**config.mk**
```make
export PLATFORM = sky130hd
export DESIGN_NAME = cross_limiting_ratio_selector_unit
export DESIGN_NICKNAME = d
export VERILOG_FILES = /design/src/crls_pkg.sv /design/src/crls_mul.sv /design/src/crls_div.sv /design/src/cross_limiting_ratio_selector_unit.sv
export SDC_FILE = /design/constraint.sdc
export NUM_CORES = 2
export LEC_CHECK = 0
export BUFFER_PORTS_ARGS = -buffer_cell sky130_fd_sc_hd__buf_4
export CORE_MARGIN = 2
export CORE_UTILIZATION = 45
export CTS_CLUSTER_SIZE = 20
export DETAILED_ROUTE_END_ITERATION = 10
export PLACE_DENSITY = 0.68
export RECOVER_POWER = 50
export SETUP_SLACK_MARGIN = 0.3
export SYNTH_ARGS = -nofsm -noshare
export SYNTH_HDL_FRONTEND = slang
export SYNTH_SLANG_ARGS = --single-unit
```
**constraint.sdc**
```tcl
create_clock -name clk -period 15.08 [get_ports clk]
set_clock_uncertainty 0.2 [all_clocks]
set_input_delay 3.77 -clock clk [delete_from_list [all_inputs] [get_ports clk]]
set_output_delay 3.77 -clock clk [all_outputs]
set_load 0.02 [all_outputs]
```
**src/crls_pkg.sv**
```systemverilog
// ============================================================================
// crls_pkg: shared types and constants for the cross-limiting ratio selector
// Widths of the flow datapath, register defaults, mode and register codes,
// sequencer types and the divider request and response bundles.
// ============================================================================
package crls_pkg;

    // Flow and register widths
    localparam int FLOW_BITS   = 24;
    localparam int REG_W       = 16;
    // Q8.8 ratio times 64 lines up with a Q2.14 margin
    localparam int FRAC_SHIFT  = 6;
    localparam int MUL_A_W     = FLOW_BITS + REG_W;
    localparam int PROD_W      = MUL_A_W + REG_W;
    localparam int NUM_W       = MUL_A_W + FRAC_SHIFT;
    localparam int DEN_W       = REG_W + FRAC_SHIFT;
    // Quotient width: holds every fuel-side limit, rounded down to even for radix 4
    localparam int QUO_W       = ((FLOW_BITS + 11) / 2) * 2;
    localparam int QUO_HI_W    = NUM_W - QUO_W;
    localparam int DIV_ITER    = QUO_W / 2;
    localparam int DIV_CNT_W   = $clog2(DIV_ITER);
    // Outer air limit is (Qf*S*E) >> 22
    localparam int OUTER_SHIFT = 22;
    localparam int MARG_W      = QUO_W + 1;
    localparam int CFG_IDX_W   = 3;

    // Register defaults, also used when a register holds zero
    localparam logic [REG_W-1:0] DEF_AFR         = REG_W'(4403);
    localparam logic [REG_W-1:0] DEF_AIR_MARGIN  = REG_W'(17203);
    localparam logic [REG_W-1:0] DEF_FUEL_MARGIN = REG_W'(15565);
    localparam logic [REG_W-1:0] DEF_EXTRA       = REG_W'(17203);

    // Margin clamp at +-(2^FLOW_BITS - 1)
    localparam logic signed [MARG_W-1:0] MARG_HI = $signed(MARG_W'({FLOW_BITS{1'b1}}));
    localparam logic signed [MARG_W-1:0] MARG_LO = -MARG_HI;

    // Register indexes
    localparam logic [CFG_IDX_W-1:0] CFG_MODE        = CFG_IDX_W'(0);
    localparam logic [CFG_IDX_W-1:0] CFG_AFR_STOICH  = CFG_IDX_W'(1);
    localparam logic [CFG_IDX_W-1:0] CFG_AIR_MARGIN  = CFG_IDX_W'(2);
    localparam logic [CFG_IDX_W-1:0] CFG_FUEL_MARGIN = CFG_IDX_W'(3);
    localparam logic [CFG_IDX_W-1:0] CFG_EXTRA       = CFG_IDX_W'(4);

    typedef enum logic [1:0] {
        MODE_NONE,
        MODE_AIR_LEADS,
        MODE_FUEL_LEADS,
        MODE_DOUBLE
    } mode_t;

    typedef enum logic [2:0] {
        ST_IDLE,
        ST_MUL,
        ST_MUL2,
        ST_PROD,
        ST_DIV_GO,
        ST_DIV_WAIT,
        ST_SEL,
        ST_MARGIN
    } state_t;

    // Limit being computed, in sequencer order
    typedef enum logic [2:0] {
        STEP_AIR_MIN,
        STEP_AIR_MAX,
        STEP_OUTER_AIR,
        STEP_FUEL_MAX,
        STEP_FUEL_MIN,
        STEP_OUTER_FUEL
    } step_t;

    typedef struct packed {
        logic             start;
        logic [NUM_W-1:0] dividend;
        logic [DEN_W-1:0] divisor;
    } div_req_t;

    typedef struct packed {
        logic             done;
        logic [QUO_W-1:0] quotient;
    } div_rsp_t;

    // Zero in a ratio or margin register means its default
    function automatic logic [REG_W-1:0] reg_or_default(
        input logic [REG_W-1:0] v,
        input logic [REG_W-1:0] dflt
    );
        return (v == '0) ? dflt : v;
    endfunction

    // Saturate a limit-width value to the flow width
    function automatic logic [FLOW_BITS-1:0] sat_flow(input logic [QUO_W-1:0] v);
        return (v[QUO_W-1:FLOW_BITS] != '0) ? {FLOW_BITS{1'b1}} : v[FLOW_BITS-1:0];
    endfunction

endpackage

```
**src/crls_mul.sv**
```systemverilog
// ============================================================================
// crls_mul: shared registered multiplier
// One flow-by-register product per cycle, held while the enable is low.
// ============================================================================
module crls_mul
    import crls_pkg::*;
(
    input  logic               clk,
    input  logic               rst_n,
    input  logic               en,
    input  logic [MUL_A_W-1:0] a,
    input  logic [REG_W-1:0]   b,
    output logic [PROD_W-1:0]  p
);

    logic [PROD_W-1:0] p_reg;
    logic [PROD_W-1:0] p_next;

    // Product or hold
    always_comb
    begin
        p_next = p_reg;
        if (en)
        begin
            p_next = PROD_W'(a) * PROD_W'(b);
        end
    end

    always_ff @(posedge clk or negedge rst_n)
    begin
        if (!rst_n)
        begin
            p_reg <= '0;
        end
        else
        begin
            p_reg <= p_next;
        end
    end

    assign p = p_reg;

endmodule

```
**src/crls_div.sv**
```systemverilog
// ============================================================================
// crls_div: shared iterative divider
// Restoring division, two quotient bits per cycle; a quotient that would
// not fit the limit width is detected up front and returned all ones.
// ============================================================================
module crls_div
    import crls_pkg::*;
(
    input  logic     clk,
    input  logic     rst_n,
    input  div_req_t req,
    output div_rsp_t rsp
);

    logic                 busy_reg;
    logic                 busy_next;
    logic                 done_reg;
    logic                 done_next;
    logic [DIV_CNT_W-1:0] cnt_reg;
    logic [DIV_CNT_W-1:0] cnt_next;
    logic [DEN_W-1:0]     rem_reg;
    logic [DEN_W-1:0]     rem_next;
    logic [QUO_W-1:0]     quo_reg;
    logic [QUO_W-1:0]     quo_next;
    logic [DEN_W-1:0]     den_reg;
    logic [DEN_W-1:0]     den_next;

    logic [DEN_W-1:0]     hi_ext;
    logic                 ovf;
    logic [DEN_W:0]       step1;
    logic [DEN_W:0]       step2;

    // One restoring step: returns {remainder, quotient bit}
    function automatic logic [DEN_W:0] div_step(
        input logic [DEN_W-1:0] rem,
        input logic             bit_in,
        input logic [DEN_W-1:0] den
    );
        logic [DEN_W:0] t;
        logic [DEN_W:0] d;
        t = {rem, bit_in};
        d = {1'b0, den};
        if (t >= d)
        begin
            t = t - d;
            return {t[DEN_W-1:0], 1'b1};
        end
        return {t[DEN_W-1:0], 1'b0};
    endfunction

    // Overflow check on the high dividend part
    assign hi_ext = DEN_W'(req.dividend[NUM_W-1:QUO_W]);
    assign ovf    = (hi_ext >= req.divisor);

    // Two chained steps per cycle
    assign step1 = div_step(rem_reg, quo_reg[QUO_W-1], den_reg);
    assign step2 = div_step(step1[DEN_W:1], quo_reg[QUO_W-2], den_reg);

    always_comb
    begin
        busy_next = busy_reg;
        done_next = 1'b0;
        cnt_next  = cnt_reg;
        rem_next  = rem_reg;
        quo_next  = quo_reg;
        den_next  = den_reg;
        if (req.start)
        begin
            den_next = req.divisor;
            cnt_next = '0;
            if (ovf)
            begin
                quo_next  = '1;
                busy_next = 1'b0;
                done_next = 1'b1;
            end
            else
            begin
                rem_next  = hi_ext;
                quo_next  = req.dividend[QUO_W-1:0];
                busy_next = 1'b1;
            end
        end
        else if (busy_reg)
        begin
            rem_next = step2[DEN_W:1];
            quo_next = {quo_reg[QUO_W-3:0], step1[0], step2[0]};
            cnt_next = cnt_reg + 1'b1;
            if (cnt_reg == DIV_CNT_W'(DIV_ITER - 1))
            begin
                busy_next = 1'b0;
                done_next = 1'b1;
            end
        end
    end

    always_ff @(posedge clk or negedge rst_n)
    begin
        if (!rst_n)
        begin
            busy_reg <= 1'b0;
            done_reg <= 1'b0;
            cnt_reg  <= '0;
        end
        else
        begin
            busy_reg <= busy_next;
            done_reg <= done_next;
            cnt_reg  <= cnt_next;
        end
    end

    // Datapath registers
    always_ff @(posedge clk)
    begin
        rem_reg <= rem_next;
        quo_reg <= quo_next;
        den_reg <= den_next;
    end

    assign rsp.done     = done_reg;
    assign rsp.quotient = quo_reg;

endmodule

```
**src/cross_limiting_ratio_selector_unit.sv**
```systemverilog
// ============================================================================
// cross_limiting_ratio_selector_unit: air/fuel cross-limiting selector
// Sequence: five divisions on the shared radix-4 divider, the outer air product
//   from two passes of the shared multiplier, then selection and margins; a
//   division that saturates finishes early.
// Input: one item at a time, the input stalls until the sequencer is idle; the
//   next item is taken while a result still waits in the output register.
// Reset: registers return to their defaults, override flags clear, no output.
// ============================================================================
module cross_limiting_ratio_selector_unit
    import crls_pkg::*;
(
    input  logic                       clk,
    input  logic                       rst_n,
    // Input channel
    input  logic                       in_valid,
    output logic                       in_stall,
    input  logic [FLOW_BITS-1:0]       air_demand,
    input  logic [FLOW_BITS-1:0]       fuel_demand,
    input  logic [FLOW_BITS-1:0]       air_meas,
    input  logic [FLOW_BITS-1:0]       fuel_meas,
    // Output channel
    output logic                       out_valid,
    input  logic                       out_stall,
    output logic [FLOW_BITS-1:0]       sp_air,
    output logic [FLOW_BITS-1:0]       sp_fuel,
    output logic                       air_override,
    output logic                       fuel_override,
    output logic signed [FLOW_BITS:0]  air_headroom,
    output logic signed [FLOW_BITS:0]  fuel_headroom,
    // Configuration write channel
    input  logic                       cfg_valid,
    output logic                       cfg_ready,
    input  logic [CFG_IDX_W-1:0]       cfg_index,
    input  logic [REG_W-1:0]           cfg_data
);

    // Configuration registers
    mode_t             mode_reg;
    logic [REG_W-1:0]  afr_reg;
    logic [REG_W-1:0]  ra_reg;
    logic [REG_W-1:0]  rf_reg;
    logic [REG_W-1:0]  extra_reg;

    // Sequencer
    state_t            state_reg;
    state_t            state_next;
    step_t             step_reg;
    step_t             step_next;

    // Latched item
    logic [FLOW_BITS-1:0] da_reg;
    logic [FLOW_BITS-1:0] df_reg;
    logic [FLOW_BITS-1:0] qa_reg;
    logic [FLOW_BITS-1:0] qf_reg;

    // Limits
    logic [QUO_W-1:0]  air_min_reg;
    logic [QUO_W-1:0]  air_max_reg;
    logic [QUO_W-1:0]  outer_air_reg;
    logic [QUO_W-1:0]  fuel_max_reg;
    logic [QUO_W-1:0]  fuel_min_reg;
    logic [QUO_W-1:0]  outer_fuel_reg;

    // Kept flags and selected setpoints
    logic              air_flag_reg;
    logic              air_flag_next;
    logic              fuel_flag_reg;
    logic              fuel_flag_next;
    logic [FLOW_BITS-1:0] spa_reg;
    logic [FLOW_BITS-1:0] spf_reg;

    // Output register
    logic                      out_valid_reg;
    logic                      out_valid_next;
    logic [FLOW_BITS-1:0]      sp_air_reg;
    logic [FLOW_BITS-1:0]      sp_fuel_reg;
    logic                      air_ovr_reg;
    logic                      fuel_ovr_reg;
    logic signed [FLOW_BITS:0] air_hr_reg;
    logic signed [FLOW_BITS:0] fuel_hr_reg;

    // Decoded controls
    logic              in_take;
    logic              mul_en;
    logic              lim_wr;
    logic              sel_wr;
    logic              out_load;

    logic [REG_W-1:0]  s_eff;
    logic [REG_W-1:0]  ra_eff;
    logic [REG_W-1:0]  rf_eff;
    logic [REG_W-1:0]  e_eff;
    logic              has_qa;
    logic              has_qf;

    logic [MUL_A_W-1:0] mul_a;
    logic [REG_W-1:0]   mul_b;
    logic [PROD_W-1:0]  mul_p;
    div_req_t           div_req;
    div_rsp_t           div_rsp;
    logic [QUO_W-1:0]   lim_val;

    logic [QUO_W-1:0]   da_x;
    logic [QUO_W-1:0]   df_x;
    logic [QUO_W-1:0]   spa_q;
    logic [QUO_W-1:0]   spf_q;
    logic [QUO_W-1:0]   a_inner;
    logic [QUO_W-1:0]   f_inner;

    logic signed [MARG_W-1:0] ma_full;
    logic signed [MARG_W-1:0] mf_full;
    logic signed [MARG_W-1:0] ma_clip;
    logic signed [MARG_W-1:0] mf_clip;

    // Effective ratio and margins
    assign s_eff  = reg_or_default(afr_reg, DEF_AFR);
    assign ra_eff = reg_or_default(ra_reg, DEF_AIR_MARGIN);
    assign rf_eff = reg_or_default(rf_reg, DEF_FUEL_MARGIN);
    assign e_eff  = reg_or_default(extra_reg, DEF_EXTRA);
    assign has_qa = (qa_reg != '0);
    assign has_qf = (qf_reg != '0);

    assign cfg_ready = 1'b1;
    assign in_stall  = (state_reg != ST_IDLE);
    assign in_take   = in_valid && !in_stall;

    // Configuration writes
    always_ff @(posedge clk or negedge rst_n)
    begin
        if (!rst_n)
        begin
            mode_reg  <= MODE_NONE;
            afr_reg   <= DEF_AFR;
            ra_reg    <= DEF_AIR_MARGIN;
            rf_reg    <= DEF_FUEL_MARGIN;
            extra_reg <= DEF_EXTRA;
        end
        else if (cfg_valid && cfg_ready)
        begin
            unique case (cfg_index)
                CFG_MODE:        mode_reg  <= mode_t'(cfg_data[1:0]);
                CFG_AFR_STOICH:  afr_reg   <= cfg_data;
                CFG_AIR_MARGIN:  ra_reg    <= cfg_data;
                CFG_FUEL_MARGIN: rf_reg    <= cfg_data;
                CFG_EXTRA:       extra_reg <= cfg_data;
                default:         ;
            endcase
        end
    end

    // Shared multiplier operands
    always_comb
    begin
        mul_a = MUL_A_W'(qf_reg);
        mul_b = s_eff;
        if (state_reg == ST_MUL2)
        begin
            mul_a = mul_p[MUL_A_W-1:0];
            mul_b = e_eff;
        end
        else
        begin
            unique case (step_reg) inside
                STEP_AIR_MIN, STEP_AIR_MAX, STEP_OUTER_AIR:
                begin
                    mul_a = MUL_A_W'(qf_reg);
                    mul_b = s_eff;
                end
                STEP_FUEL_MAX:
                begin
                    mul_a = MUL_A_W'(qa_reg);
                    mul_b = ra_eff;
                end
                STEP_FUEL_MIN:
                begin
                    mul_a = MUL_A_W'(qa_reg);
                    mul_b = rf_eff;
                end
                STEP_OUTER_FUEL:
                begin
                    mul_a = MUL_A_W'(qa_reg);
                    mul_b = e_eff;
                end
                default:
                begin
                    mul_a = MUL_A_W'(qf_reg);
                    mul_b = s_eff;
                end
            endcase
        end
    end

    crls_mul u_mul (
        .clk   (clk),
        .rst_n (rst_n),
        .en    (mul_en),
        .a     (mul_a),
        .b     (mul_b),
        .p     (mul_p)
    );

    // Divider request: air side divides Qf*S*64 by a margin, fuel side by 64*S
    always_comb
    begin
        div_req.start = (state_reg == ST_DIV_GO);
        unique case (step_reg)
            STEP_AIR_MIN:
            begin
                div_req.dividend = {mul_p[MUL_A_W-1:0], {FRAC_SHIFT{1'b0}}};
                div_req.divisor  = DEN_W'(ra_eff);
            end
            STEP_AIR_MAX:
            begin
                div_req.dividend = {mul_p[MUL_A_W-1:0], {FRAC_SHIFT{1'b0}}};
                div_req.divisor  = DEN_W'(rf_eff);
            end
            default:
            begin
                div_req.dividend = NUM_W'(mul_p[MUL_A_W-1:0]);
                div_req.divisor  = {s_eff, {FRAC_SHIFT{1'b0}}};
            end
        endcase
    end

    crls_div u_div (
        .clk   (clk),
        .rst_n (rst_n),
        .req   (div_req),
        .rsp   (div_rsp)
    );

    // Sequencer: next state and controls
    always_comb
    begin
        state_next = state_reg;
        step_next  = step_reg;
        mul_en     = 1'b0;
        lim_wr     = 1'b0;
        sel_wr     = 1'b0;
        out_load   = 1'b0;
        lim_val    = div_rsp.quotient;
        unique case (state_reg)
            ST_IDLE:
            begin
                step_next = STEP_AIR_MIN;
                if (in_valid)
                begin
                    state_next = ST_MUL;
                end
            end
            ST_MUL:
            begin
                mul_en = 1'b1;
                state_next = (step_reg == STEP_OUTER_AIR) ? ST_MUL2 : ST_DIV_GO;
            end
            ST_MUL2:
            begin
                mul_en     = 1'b1;
                state_next = ST_PROD;
            end
            ST_PROD:
            begin
                lim_val    = QUO_W'(mul_p[PROD_W-1:OUTER_SHIFT]);
                lim_wr     = 1'b1;
                step_next  = STEP_FUEL_MAX;
                state_next = ST_MUL;
            end
            ST_DIV_GO:
            begin
                state_next = ST_DIV_WAIT;
            end
            ST_DIV_WAIT:
            begin
                if (div_rsp.done)
                begin
                    lim_wr = 1'b1;
                    unique case (step_reg)
                        STEP_AIR_MIN:    step_next = STEP_AIR_MAX;
                        STEP_AIR_MAX:    step_next = STEP_OUTER_AIR;
                        STEP_OUTER_AIR:  step_next = STEP_FUEL_MAX;
                        STEP_FUEL_MAX:   step_next = STEP_FUEL_MIN;
                        STEP_FUEL_MIN:   step_next = STEP_OUTER_FUEL;
                        default:         step_next = STEP_AIR_MIN;
                    endcase
                    state_next = (step_reg == STEP_OUTER_FUEL) ? ST_SEL : ST_MUL;
                end
            end
            ST_SEL:
            begin
                sel_wr     = 1'b1;
                state_next = ST_MARGIN;
            end
            ST_MARGIN:
            begin
                if (!out_valid_reg || !out_stall)
                begin
                    out_load   = 1'b1;
                    state_next = ST_IDLE;
                end
            end
            default:
            begin
                state_next = ST_IDLE;
            end
        endcase
    end

    always_ff @(posedge clk or negedge rst_n)
    begin
        if (!rst_n)
        begin
            state_reg <= ST_IDLE;
            step_reg  <= STEP_AIR_MIN;
        end
        else
        begin
            state_reg <= state_next;
            step_reg  <= step_next;
        end
    end

    // Item capture
    always_ff @(posedge clk)
    begin
        if (in_take)
        begin
            da_reg <= air_demand;
            df_reg <= fuel_demand;
            qa_reg <= air_meas;
            qf_reg <= fuel_meas;
        end
    end

    // Limit capture
    always_ff @(posedge clk)
    begin
        if (lim_wr)
        begin
            unique case (step_reg)
                STEP_AIR_MIN:    air_min_reg    <= lim_val;
                STEP_AIR_MAX:    air_max_reg    <= lim_val;
                STEP_OUTER_AIR:  outer_air_reg  <= lim_val;
                STEP_FUEL_MAX:   fuel_max_reg   <= lim_val;
                STEP_FUEL_MIN:   fuel_min_reg   <= lim_val;
                STEP_OUTER_FUEL: outer_fuel_reg <= lim_val;
                default:         ;
            endcase
        end
    end

    // Selectors per mode; absent limits are masked by the flow-present terms, the air minimum by being zero
    always_comb
    begin
        da_x           = QUO_W'(da_reg);
        df_x           = QUO_W'(df_reg);
        spa_q          = da_x;
        spf_q          = df_x;
        a_inner        = da_x;
        f_inner        = df_x;
        air_flag_next  = air_flag_reg;
        fuel_flag_next = fuel_flag_reg;
        unique case (mode_reg)
            MODE_AIR_LEADS:
            begin
                air_flag_next = (air_min_reg > da_x);
                if (air_flag_next)
                begin
                    spa_q = air_min_reg;
                end
                fuel_flag_next = has_qa && (fuel_max_reg < df_x);
                if (fuel_flag_next)
                begin
                    spf_q = fuel_max_reg;
                end
            end
            MODE_FUEL_LEADS:
            begin
                if (has_qa && (fuel_min_reg > df_x))
                begin
                    spf_q = fuel_min_reg;
                end
                if (has_qf && (air_max_reg < da_x))
                begin
                    spa_q = air_max_reg;
                end
            end
            MODE_DOUBLE:
            begin
                if (has_qf && (outer_air_reg < da_x))
                begin
                    a_inner = outer_air_reg;
                end
                air_flag_next = (air_min_reg > a_inner);
                spa_q = air_flag_next ? air_min_reg : a_inner;
                if (has_qa && (fuel_min_reg > df_x))
                begin
                    f_inner = fuel_min_reg;
                end
                fuel_flag_next = has_qa && (outer_fuel_reg < f_inner);
                spf_q = fuel_flag_next ? outer_fuel_reg : f_inner;
            end
            default:
            begin
                spa_q = da_x;
                spf_q = df_x;
            end
        endcase
    end

    always_ff @(posedge clk or negedge rst_n)
    begin
        if (!rst_n)
        begin
            air_flag_reg  <= 1'b0;
            fuel_flag_reg <= 1'b0;
        end
        else if (sel_wr)
        begin
            air_flag_reg  <= air_flag_next;
            fuel_flag_reg <= fuel_flag_next;
        end
    end

    always_ff @(posedge clk)
    begin
        if (sel_wr)
        begin
            spa_reg <= sat_flow(spa_q);
            spf_reg <= sat_flow(spf_q);
        end
    end

    // Safety margins against the air-leads limits, clamped
    always_comb
    begin
        ma_full = $signed({1'b0, QUO_W'(spa_reg)});
        if (has_qf)
        begin
            ma_full = $signed({1'b0, QUO_W'(spa_reg)}) - $signed({1'b0, air_min_reg});
        end
        mf_full = '0;
        if (has_qa)
        begin
            mf_full = $signed({1'b0, fuel_max_reg}) - $signed({1'b0, QUO_W'(spf_reg)});
        end
        ma_clip = ma_full;
        if (ma_full > MARG_HI)
        begin
            ma_clip = MARG_HI;
        end
        else if (ma_full < MARG_LO)
        begin
            ma_clip = MARG_LO;
        end
        mf_clip = mf_full;
        if (mf_full > MARG_HI)
        begin
            mf_clip = MARG_HI;
        end
        else if (mf_full < MARG_LO)
        begin
            mf_clip = MARG_LO;
        end
    end

    // Output register
    always_comb
    begin
        out_valid_next = out_valid_reg;
        if (out_valid_reg && !out_stall)
        begin
            out_valid_next = 1'b0;
        end
        if (out_load)
        begin
            out_valid_next = 1'b1;
        end
    end

    always_ff @(posedge clk or negedge rst_n)
    begin
        if (!rst_n)
        begin
            out_valid_reg <= 1'b0;
        end
        else
        begin
            out_valid_reg <= out_valid_next;
        end
    end

    always_ff @(posedge clk)
    begin
        if (out_load)
        begin
            sp_air_reg   <= spa_reg;
            sp_fuel_reg  <= spf_reg;
            air_ovr_reg  <= air_flag_reg;
            fuel_ovr_reg <= fuel_flag_reg;
            air_hr_reg   <= ma_clip[FLOW_BITS:0];
            fuel_hr_reg  <= mf_clip[FLOW_BITS:0];
        end
    end

    assign out_valid     = out_valid_reg;
    assign sp_air        = sp_air_reg;
    assign sp_fuel       = sp_fuel_reg;
    assign air_override  = air_ovr_reg;
    assign fuel_override = fuel_ovr_reg;
    assign air_headroom  = air_hr_reg;
    assign fuel_headroom = fuel_hr_reg;

endmodule

```
==> key figures <==
Routing
  • DRC viols: 0
  • Via-per-instance ratio: 5.82
  • WL/cell: ~23 um
  • Total number of vias: 44804
  • 1st-iter DRT viols: approximately 4400
  • Pre-Repair DR Iteration Count: 6
  • Post-route ant nets: 0
  • Total length of routed wires: 178000 um

Worst setup path
  • WP depth: 27
  • Worst path top cell family by delay: adder cells
  • Worst Setup Start Kind: flop
  • Register-to-Register Path Depth: 27
  • Crit path to: u_mul.p[46]
  • Reg2Reg Setup Slack: 3780 ps
  • Crit. End Element: flop
  • RR Startpoint: step_reg[0]
  • Crit path largest cell delay: around 1500 ps
  • Crit path max fanout: 48
  • Worst EP arrival: 11660 ps
  • CP max stage cell: clkbuf_1
  • CP required: 15440 ps
  • Type of the worst setup path: reg -> reg
  • Worst Setup SP: step_reg[0]
  • Bufs and invs on worst path: 4
  • Top cell by count, worst path: fa_1
  • Worst r2r dst: u_mul.p[46]

Finish
  • Max reg flops: 56
  • Share of layout cells above drive strength 1: 0.0925
  • Fin util: 0.499
  • Nets: 7044
  • Filler instances: 11723
  • Layout Area Growth over Synthesis: 10.2%

Synthesis
  • Synth Instances: 5834
  • Post-synth EDFFs: 526
  • Synth Warn #: 0
  • Commonest cells post-synth: nand2_1, inv_1, fa_1
  • Synth area leader: edfxtp_1
  • Synth top area cells: edfxtp_1, fa_1, ha_1
  • Library cells used by synthesis: between 90 and 100
  • Yosys reg bits: 664
  • FFs w/ async S/R, synth: 0.208
  • Cell with the most instances after synthesis: nand2_1
  • Post-synthesis cell area: 57500 sq um
  • Sequential share of the synthesized area: 0.335
  • Synth Flop Type: edfxtp_1
  • Avg Cell Area, Syn: 9.86 sq um
  • Top cell type's share of synthesized area: 0.275

Placed design
  • Final Wtd Congestion: about 0.94
  • Port Buffers: roughly 220
  • Detailed-placement wirelength estimate: 138000 um

Clock network
  • H-tree depth: 3
  • Worst skew pair latency: 700 ps
  • CTS Hold Bufs: 0
  • Post-CTS Setup Inserts: 0
  • Max Root-Sink Buffers: 3
  • CTS tree: built
  • CTS buffer count: 77
  • Sinks on Clock Net: 664
  • CTS Root Cell: clkbuf_16
  • Gates resized, CTS repair: 0
  • Clk slew on worst S/H paths: ~60 ps

Global routing
  • Tot GR Track Use: 0.272
  • First-pass GRT wire length: 272000 um
  • Vias in the first global route: ~45000
  • Largest net degree at the start of global routing: 97
  • Initial antenna violation count: 3
  • Gr ovfl total: 0

Timing
  • Final worst path period share: 0.750
  • RSZ-0062 raised after global routing: false
  • Slew HR: -2.10
  • Final Max Tran Viols: 595
  • Total Neg Setup Slack: 0 ps
  • Final-report setup violation count: 0
  • Post-route minimum period: 11300 ps
  • Worst Max-Slew Pin Slew: approximately 4700 ps
  • Final hold vios: 0
  • Fmax: 88.5 MHz

Floorplan
  • Initial core utilization: 0.452
  • Die area: between 100000 and 150000 sq um
  • Die height: 362 um
  • Core Area: 127000 sq um
  • Standard-cell rows: 131
  • Io pins: 223
  • Die X: 362 um

Flow run
  • Max-cap violations: 13

Run status
  • Violated checks: max-capacitance violations, max-slew violations
  • Status: finished, violations left

Min path
  • Worst hold path class: reg -> reg
-- through the flow --
step	instance area [sq um]	hold slack (ps)	instances	setup slack, ps
after detailed placement	61100	240	7555	4750
final	63400	253	7697	3780
after CTS	63600	254	7696	4700
after floorplan	57600	225	5844	5630
after global placement	61100	239	7555	5030
after global routing	63400	261	7696	3160
-- worst register-to-register path, stage by stage, from the launching register on --
cell and delay (ps):
dfrtp_1 320, clkbuf_1 1530, nand2_1 590, nand2_1 560, o21a_1 720, or2_2 660
nand2_1 210, fa_1 560, inv_1 60, fa_1 520, fa_1 440, fa_1 530
fa_1 550, inv_1 60, fa_1 540, inv_1 50, ha_1 410, a211oi_1 240
nor2_1 80, a2111o_1 410, o2bb2ai_1 130, a31oi_1 330, o21ai_0 300, a221oi_1 500
o21ai_0 140, a21oi_1 200, nor4b_1 80, a211o_1 240
-- cells in the final DEF (no fill, tap or decap), types with 56 or more instances in the layout --
cell type / instances
nand2_1: 824
inv_1: 812
fa_1: 534
edfxtp_1: 526
ha_1: 418
nor2_1: 368
a21oi_1: 248
o21ai_0: 213
buf_4: 188
a21o_1: 126
dfrtp_1: 109
mux2i_1: 86
mux2_2: 86
clkbuf_4: 81
clkbuf_16: 78
a31oi_1: 74
and3_1: 73
xnor2_1: 67
nand3_1: 59
nor2b_1: 58
nand4_1: 57
o211ai_1: 56
-- worst min path at each step --
stage | startpoint | slack, ps | depth (start not counted) | endpoint
2_1_floorplan | air_flag_reg | 220 | 0 | air_override
3_3_place_gp | spf_reg[4] | 240 | 0 | sp_fuel[4]
3_5_place_dp | spf_reg[8] | 240 | 0 | sp_fuel[8]
4_1_cts | spf_reg[8] | 250 | 0 | sp_fuel[8]
5_1_grt | spf_reg[8] | 260 | 0 | sp_fuel[8]
6_report | spf_reg[8] | 250 | 0 | sp_fuel[8]
-- metal layers --
metal	up-vias	share of wire	global-route usage
li1	20208	-	-
met1	22186	0.41	0.360
met2	2016	0.46	0.437
met3	390	0.091	0.0583
met4	4	0.043	0.107
met5	-	0.00013	0
-- layout make-up --
class                      count  area (sq um)  area share
tap                         1662          2080      0.0328
inverter                     814          3060      0.0482
sequential                   664         19300       0.304
multi-input combinational   4117         34400       0.543
clock inverter                40           380     0.00600
clock buffer                 101          2070      0.0326
timing repair buffer         298          2130      0.0336
antenna                        1          2.50   0.0000395
-- logic make-up (layout without fill, tap and decap cells) --
kind of cell             count (synthesis)  after routing  share of synthesized area
buffers and inverters                 1063           1253                     0.0698
flip-flops                             664            664                      0.335
other                                    1             12                  0.0000652
adder cells (fa/ha/maj)                952            952                      0.277
XOR/XNOR                               120            120                     0.0183
multiplexers                           206            206                     0.0385
AO/OA/AOI/OAI                         1102           1102                      0.126
AND/OR/NAND/NOR                       1726           1726                      0.136
Power is not shown: default switching activity piles up to over one toggle a cycle in this logic, so the estimate is an artifact.
